--- config.mk ---
export PLATFORM = sky130hd
export DESIGN_NAME = binary_to_signed_packed_bcd_core
export DESIGN_NICKNAME = d
export VERILOG_FILES = /design/src/hw/rtl/b2sbcd_pkg.sv /design/src/hw/rtl/b2sbcd_dabble.sv /design/src/hw/rtl/binary_to_signed_packed_bcd_core.sv
export SDC_FILE = /design/constraint.sdc
export NUM_CORES = 1
export LEC_CHECK = 0
export BUFFER_PORTS_ARGS = -buffer_cell sky130_fd_sc_hd__buf_2
export CAP_MARGIN = 10
export CORE_MARGIN = 2
export CORE_UTILIZATION = 55
export CTS_CLUSTER_SIZE = 16
export DETAILED_ROUTE_END_ITERATION = 7
export MAX_ROUTING_LAYER = met4
export PLACE_DENSITY = 0.81
export SLEW_MARGIN = 20
export SYNTH_ARGS = -nofsm -noshare
export SYNTH_HDL_FRONTEND = slang
export SYNTH_SLANG_ARGS = --single-unit
--- constraint.sdc ---
create_clock -name clk -period 3.4 [get_ports clk]
set_input_delay 0.51 -clock clk [delete_from_list [all_inputs] [get_ports clk]]
set_output_delay 0.51 -clock clk [all_outputs]
set_load 0.01 [all_outputs]
--- src/hw/rtl/b2sbcd_pkg.sv ---
`timescale 1ns / 1ps

package b2sbcd_pkg;

	localparam int unsigned MAG_W    = 32;
	localparam int unsigned NIBBLES  = 10;
	localparam int unsigned BCD_W    = 4 * NIBBLES;
	localparam int unsigned CNT_W    = 5;
	localparam int unsigned LEN_W    = 3;

	localparam logic [CNT_W-1:0] LAST_STEP = CNT_W'(MAG_W - 1);
	localparam logic [3:0]       SIGN_NEG  = 4'hD;
	localparam logic [3:0]       SIGN_POS  = 4'h0;

	localparam logic REG_SIGNED_MODE  = 1'b0;
	localparam logic REG_LENGTH_BYTES = 1'b1;

	typedef enum logic [1:0] {
		ST_IDLE,
		ST_CONV,
		ST_OUT
	} state_t;

	typedef struct packed {
		logic load;
		logic step;
	} dabble_ctrl_t;

endpackage

--- src/hw/rtl/b2sbcd_dabble.sv ---
`timescale 1ns / 1ps

module b2sbcd_dabble (
	input  logic                          clk,
	input  b2sbcd_pkg::dabble_ctrl_t      ctrl,
	input  logic [b2sbcd_pkg::MAG_W-1:0]  mag,
	output logic [b2sbcd_pkg::BCD_W-1:0]  bcd
);

	logic [b2sbcd_pkg::MAG_W-1:0] bin_q;
	logic [b2sbcd_pkg::BCD_W-1:0] bcd_q;
	logic [b2sbcd_pkg::BCD_W-1:0] adj;

	// add 3 to every digit of 5 or more before the shift
	always_comb begin
		for (int i = 0; i < b2sbcd_pkg::NIBBLES; i++) begin
			if (bcd_q[4*i +: 4] >= 4'd5) begin
				adj[4*i +: 4] = bcd_q[4*i +: 4] + 4'd3;
			end else begin
				adj[4*i +: 4] = bcd_q[4*i +: 4];
			end
		end
	end

	always_ff @(posedge clk) begin
		if (ctrl.load) begin
			bin_q <= mag;
			bcd_q <= '0;
		end else if (ctrl.step) begin
			bcd_q <= {adj[b2sbcd_pkg::BCD_W-2:0], bin_q[b2sbcd_pkg::MAG_W-1]};
			bin_q <= {bin_q[b2sbcd_pkg::MAG_W-2:0], 1'b0};
		end
	end

	assign bcd = bcd_q;

endmodule

--- src/hw/rtl/binary_to_signed_packed_bcd_core.sv ---
`timescale 1ns / 1ps

// Converts one signed 32-bit value per item into length_bytes packed BCD bytes, most
// significant byte first, with last set on the final byte. In signed mode the lowest
// nibble carries the sign (0x0 positive, 0xD negative) and the magnitude's digits fill
// the nibbles above; in unsigned mode all nibbles are digits of the magnitude. Digits
// that do not fit are dropped from the top. Each item is accepted, then converted by the
// add-3-and-shift digit unit one magnitude bit per step, then sent one byte per output
// handshake (1 to 5 bytes); value_ready is low until the last byte of the item has been
// taken. Registers: 0x0 signed_mode (reset 1), 0x4 length_bytes (reset 5; 0 acts as 1,
// values above MAX_BYTES act as MAX_BYTES).

module binary_to_signed_packed_bcd_core #(
	parameter int unsigned MAX_BYTES = 5
) (
	input  logic        clk,
	input  logic        arst_n,
	input  logic        psel,
	input  logic        penable,
	input  logic        pwrite,
	input  logic [2:0]  paddr,
	input  logic [31:0] pwdata,
	output logic [31:0] prdata,
	output logic        pready,
	input  logic        value_valid,
	output logic        value_ready,
	input  logic signed [31:0] value,
	output logic        byte_valid,
	input  logic        byte_ready,
	output logic [7:0]  bcd_byte,
	output logic        last
);

	localparam int unsigned DW = 8 * MAX_BYTES;
	localparam logic [b2sbcd_pkg::LEN_W-1:0] MAX_LEN = b2sbcd_pkg::LEN_W'(MAX_BYTES);

	b2sbcd_pkg::state_t state_q, state_d;
	b2sbcd_pkg::dabble_ctrl_t ctrl;

	logic                             signed_mode_q;
	logic [b2sbcd_pkg::LEN_W-1:0]     length_q;
	logic [b2sbcd_pkg::CNT_W-1:0]     cnt_q;
	logic [b2sbcd_pkg::LEN_W-1:0]     bytes_left_q;
	logic [b2sbcd_pkg::LEN_W-1:0]     run_len;
	logic [b2sbcd_pkg::LEN_W-1:0]     byte_idx;
	logic                             neg_q;
	logic [DW-1:0]                    shifted;
	logic [b2sbcd_pkg::BCD_W-1:0]     bcd;
	logic [b2sbcd_pkg::BCD_W-1:0]     res;
	logic [b2sbcd_pkg::MAG_W-1:0]     mag;
	logic                             cfg_wr;
	logic                             in_acc;
	logic                             out_acc;

	assign pready  = 1'b1;
	assign cfg_wr  = psel && penable && pwrite;
	assign in_acc  = value_valid && value_ready;
	assign out_acc = byte_valid && byte_ready;

	always_comb begin
		case (paddr[2])
			b2sbcd_pkg::REG_SIGNED_MODE:  prdata = {31'b0, signed_mode_q};
			b2sbcd_pkg::REG_LENGTH_BYTES: prdata = {29'b0, length_q};
			default:                      prdata = '0;
		endcase
	end

	always_ff @(posedge clk or negedge arst_n) begin
		if (!arst_n) begin
			signed_mode_q <= 1'b1;
			length_q      <= 3'd5;
		end else if (cfg_wr) begin
			case (paddr[2])
				b2sbcd_pkg::REG_SIGNED_MODE:  signed_mode_q <= pwdata[0];
				b2sbcd_pkg::REG_LENGTH_BYTES: length_q      <= pwdata[2:0];
				default: ;
			endcase
		end
	end

	always_comb begin
		if (length_q == '0) begin
			run_len = b2sbcd_pkg::LEN_W'(1);
		end else if (length_q > MAX_LEN) begin
			run_len = MAX_LEN;
		end else begin
			run_len = length_q;
		end
	end

	assign mag = value[31] ? (32'd0 - value) : value;

	b2sbcd_dabble u_dabble (
		.clk  (clk),
		.ctrl (ctrl),
		.mag  (mag),
		.bcd  (bcd)
	);

	always_comb begin
		state_d = state_q;
		case (state_q)
			b2sbcd_pkg::ST_IDLE: begin
				if (in_acc) state_d = b2sbcd_pkg::ST_CONV;
			end
			b2sbcd_pkg::ST_CONV: begin
				if (cnt_q == b2sbcd_pkg::LAST_STEP) state_d = b2sbcd_pkg::ST_OUT;
			end
			b2sbcd_pkg::ST_OUT: begin
				if (out_acc && last) state_d = b2sbcd_pkg::ST_IDLE;
			end
			default: state_d = b2sbcd_pkg::ST_IDLE;
		endcase
	end

	always_comb begin
		value_ready = 1'b0;
		byte_valid  = 1'b0;
		ctrl.load   = 1'b0;
		ctrl.step   = 1'b0;
		case (state_q)
			b2sbcd_pkg::ST_IDLE: begin
				value_ready = 1'b1;
				ctrl.load   = value_valid;
			end
			b2sbcd_pkg::ST_CONV: ctrl.step  = 1'b1;
			b2sbcd_pkg::ST_OUT:  byte_valid = 1'b1;
			default: ;
		endcase
	end

	always_ff @(posedge clk or negedge arst_n) begin
		if (!arst_n) begin
			state_q      <= b2sbcd_pkg::ST_IDLE;
			cnt_q        <= '0;
			bytes_left_q <= '0;
		end else begin
			state_q <= state_d;
			if (in_acc) begin
				cnt_q <= '0;
			end else if (state_q == b2sbcd_pkg::ST_CONV) begin
				cnt_q <= cnt_q + 1'b1;
			end
			if (state_q == b2sbcd_pkg::ST_CONV && cnt_q == b2sbcd_pkg::LAST_STEP) begin
				bytes_left_q <= run_len;
			end else if (out_acc) begin
				bytes_left_q <= bytes_left_q - 1'b1;
			end
		end
	end

	// sign nibble takes the lowest place in signed mode
	assign res = signed_mode_q
		? {bcd[b2sbcd_pkg::BCD_W-5:0], (neg_q ? b2sbcd_pkg::SIGN_NEG : b2sbcd_pkg::SIGN_POS)}
		: bcd;

	always_ff @(posedge clk) begin
		if (in_acc) begin
			neg_q <= value[31];
		end
	end

	// digit unit holds the finished digits for the whole output phase
	assign byte_idx = bytes_left_q - 1'b1;
	assign shifted  = res[DW-1:0] >> {byte_idx, 3'b000};
	assign bcd_byte = shifted[7:0];
	assign last     = (bytes_left_q == b2sbcd_pkg::LEN_W'(1));

endmodule

==> reports/qor.csv <==
stage,metric,value,unit
sta,fmax,0.3358,GHz
die,start_util,56.22,%
clock_tree,cts.clk_slew.worst_paths,0.10,ns
setup_path,worst_path_largest_cell_delay,0.46,ns
logic_synthesis,netlist_instances,637,
setup_path,path_delay_family,buffers and inverters,
setup_path,path_buf_inv,3,
grt,grt_pass1_vias,4488,
run,max-cap-violations,0,
clock_tree,post_cts_resized,0,
placed_design,placed_cells,802,
hold_path,hp-class,input port to asynchronous set/reset pin,
sta,finalCritPeriodShare,87.58,%
setup_path,cpMaxStageDelayCell,nor2b_1,
drt,vias_per_cell,5.687,
power_and_ir_drop,vdd_drop_max,352.5,µV
setup_path,crit_required,2.89,ns
placed_design,dp_slack,0.6585,ns
clock_tree,post-cts-setup-buffers,0,
power_and_ir_drop,power.density,841.4,nW/µm²
sta,fin_tns_setup,0,ns
die,die_h,106.5,µm
grt,grt_pass1_wl,20.60,mm
setup_path,worstSetupPathType,flop to primary output,
setup_path,crit_chain,clkinv_1 -> ha_1 -> xnor2_1 -> buf_4 -> nor2b_1 -> a22o_1 -> buf_2,
logic_synthesis,yosys_warnings,0,
setup_path,start_kind,flop,
die,die-area,11340,µm²
clock_tree,cts_num_sinks,87,
drt,first_iter_violations,273,
clock_tree,h-tree-depth,3,
placed_design,hpwl,8.591,mm
drt,wl_per_cell,14.63,µm
grt,grt_max_degree,74,
die,ios,118,
die,rows,37,
drt,finalWirelength,11.97,mm
sta,tightest_slew,0.6663,ns
die,die_width,106.5,µm
grt,grtUsageTotal,22.83,%
setup_path,end_kind,primary output,
sta,finalHoldViolCount,0,
drt,final_antenna_net_count,0,
logic_synthesis,yosysSeqAreaShare,37.14,%
final_layout,utilization,61.08,%
final_layout,diodes,0,
grt,antenna_found_initial,0,
setup_path,cp.arrival,2.47,ns
logic_synthesis,async_flop_share,16.09,%
logic_synthesis,ys_seq_elements,87,
final_layout,layout-drive-gt1-share,17.30,%
drt,num_vias,4652,
clock_tree,numCtsBuffers,9,
drt,first_pass_iters,5,
sta,min_period,2.978,ns
placed_design,io_buffers,56,
sta,rsz0062_at_grt,false,
logic_synthesis,ys.flop_type,dfxtp_1,
logic_synthesis,syn_avg_cell_area,9.071,µm²
placed_design,gp_congestion,0.8424,
die,core,10280,µm²
grt,grt_overflow,0,
clock_tree,ctsHoldBuffers,0,
sta,slew-limit-headroom,55.58,%
logic_synthesis,synth_cell_types,53,
power_and_ir_drop,p_leak,0.002579,µW
final_layout,fin_nets,776,
sta,setup_viol,0,
final_layout,area_delta_synth_final,8.640,%
status,status,"complete, no violations",
logic_synthesis,syn-cell-area,5778,µm²
clock_tree,clockBufferDepth,2,
clock_tree,cts_tree,built,
logic_synthesis,synth_edf_count,33,
sta,fin_skew,0.01445,ns
final_layout,final_cells,818,
final_layout,fin_area,6277,µm²
sta,slew_viol_final,0,
sta,finalWorstSetupSlack,0.4221,ns
placed_design,place_area,6037,µm²
final_layout,fillerInstances,894,
clock_tree,ctsRootBufferMaster,clkbuf_8,
drt,route.detailed.drc,0,
setup_path,worstPathMaxFanout,17,
clock_tree,clock_latency,0.36,ns
==> through the flow <==
step	hold slack [ns]	power [µW]
3_5_place_dp	0.4295	4475
2_1_floorplan	0.2144	3882
5_1_grt	0.03611	5744
4_1_cts	0.02538	5302
6_report	0.02278	5282
3_3_place_gp	0.4163	4307
==> cell families (layout without fill, tap and decap cells) <==
family | after synthesis | count (layout) | synth area share [%]
AO/OA/AOI/OAI | 165 | 165 | 17.22
XOR/XNOR | 48 | 48 | 7.276
adder cells (fa/ha/maj) | 25 | 25 | 5.414
buffers and inverters | 92 | 109 | 8.077
flip-flops | 87 | 87 | 37.14
multiplexers | 30 | 30 | 8.553
other | 2 | 30 | 0.1300
AND/OR/NAND/NOR | 188 | 188 | 16.20
==> final timing paths <==
check	slack, ns	start	to	depth (start not counted)
min reg2reg	0.47	u_dabble.bin_q[31]	u_dabble.bcd[0]	2
max reg2reg	0.70	state_q[0]	u_dabble.bin_q[28]	7
min	0.02	arst_n	bytes_left_q[1]	1
max	0.42	bytes_left_q[0]	bcd_byte[0]	7
max in group asynchronous	3.09	arst_n	signed_mode_q	1
min in group clk	0.39	pwdata[0]	length_q[0]	2
==> cell usage after synthesis (8+ instances only) <==
| master | number | area (µm²) |
|---|---|---|
| buf_1 | 8 | 30.03 |
| o32ai_1 | 9 | 78.83 |
| clkbuf_1 | 19 | 71.32 |
| nor2_1 | 42 | 157.7 |
| xnor2_1 | 21 | 183.9 |
| buf_4 | 31 | 232.7 |
| ha_1 | 25 | 312.8 |
| a22o_1 | 9 | 78.83 |
| nand2b_1 | 13 | 81.33 |
| mux2i_1 | 10 | 100.1 |
| nand2_1 | 59 | 221.5 |
| dfxtp_1 | 40 | 800.8 |
| o21ai_0 | 73 | 365.4 |
| mux4_2 | 15 | 337.8 |
| xor2_1 | 27 | 236.5 |
| dfrtp_1 | 11 | 275.3 |
| edfxtp_1 | 33 | 991.0 |
| inv_1 | 28 | 105.1 |
| o31ai_1 | 16 | 120.1 |
| a21oi_1 | 40 | 200.2 |
| nand3_1 | 36 | 180.2 |
==> layout make-up <==
type	instances	area, µm²	share of cell area, %
clock inverters	5	61.31	0.9767
inverters	30	112.6	1.794
multi-input cells	486	3281	52.26
well taps	136	170.2	2.711
flip-flops and latches	87	2146	34.18
repair buffers	63	332.8	5.302
clock buffers	11	173.9	2.771
==> layer usage <==
layer	global-route usage, %	share of wire, %
met1	28.32	44
met2	38.97	50
met3	3.495	4.8
met4	6.401	0.80
met5	-	0
==> cells in the final DEF (no fill, tap or decap), types with 7 or more instances in the layout <==
master / count
buf_2: 56
mux4_2: 15
o21ai_0: 73
nor3_1: 7
conb_1: 30
inv_1: 28
edfxtp_1: 33
xnor2_1: 21
o31ai_1: 16
buf_4: 7
dfrtp_1: 11
o32ai_1: 9
mux2i_1: 10
nand2b_1: 12
nand3_1: 36
dfxtp_1: 40
nand2_1: 58
a21oi_1: 40
xor2_1: 27
nor2_1: 42
a22o_1: 9
clkbuf_8: 9
ha_1: 25
==> registers in the layout, summed over array words and instances (netlist names) <==
name	cells
state_q	2
bytes_left_q	3
signed_mode_q	1
u_dabble.bin_q	32
cnt_q	5
neg_q	1
u_dabble.bcd	40
length_q	3
==> where the power goes <==
| part | internal (µW) | leakage [µW] | switching, µW |
|---|---|---|---|
| Sequential | 1690 | 0.000841 | 482 |
| Combinational | 1040 | 0.00162 | 1250 |
| Clock | 432 | 0.000120 | 391 |
Note: power is estimated with default switching activity, not from simulation.
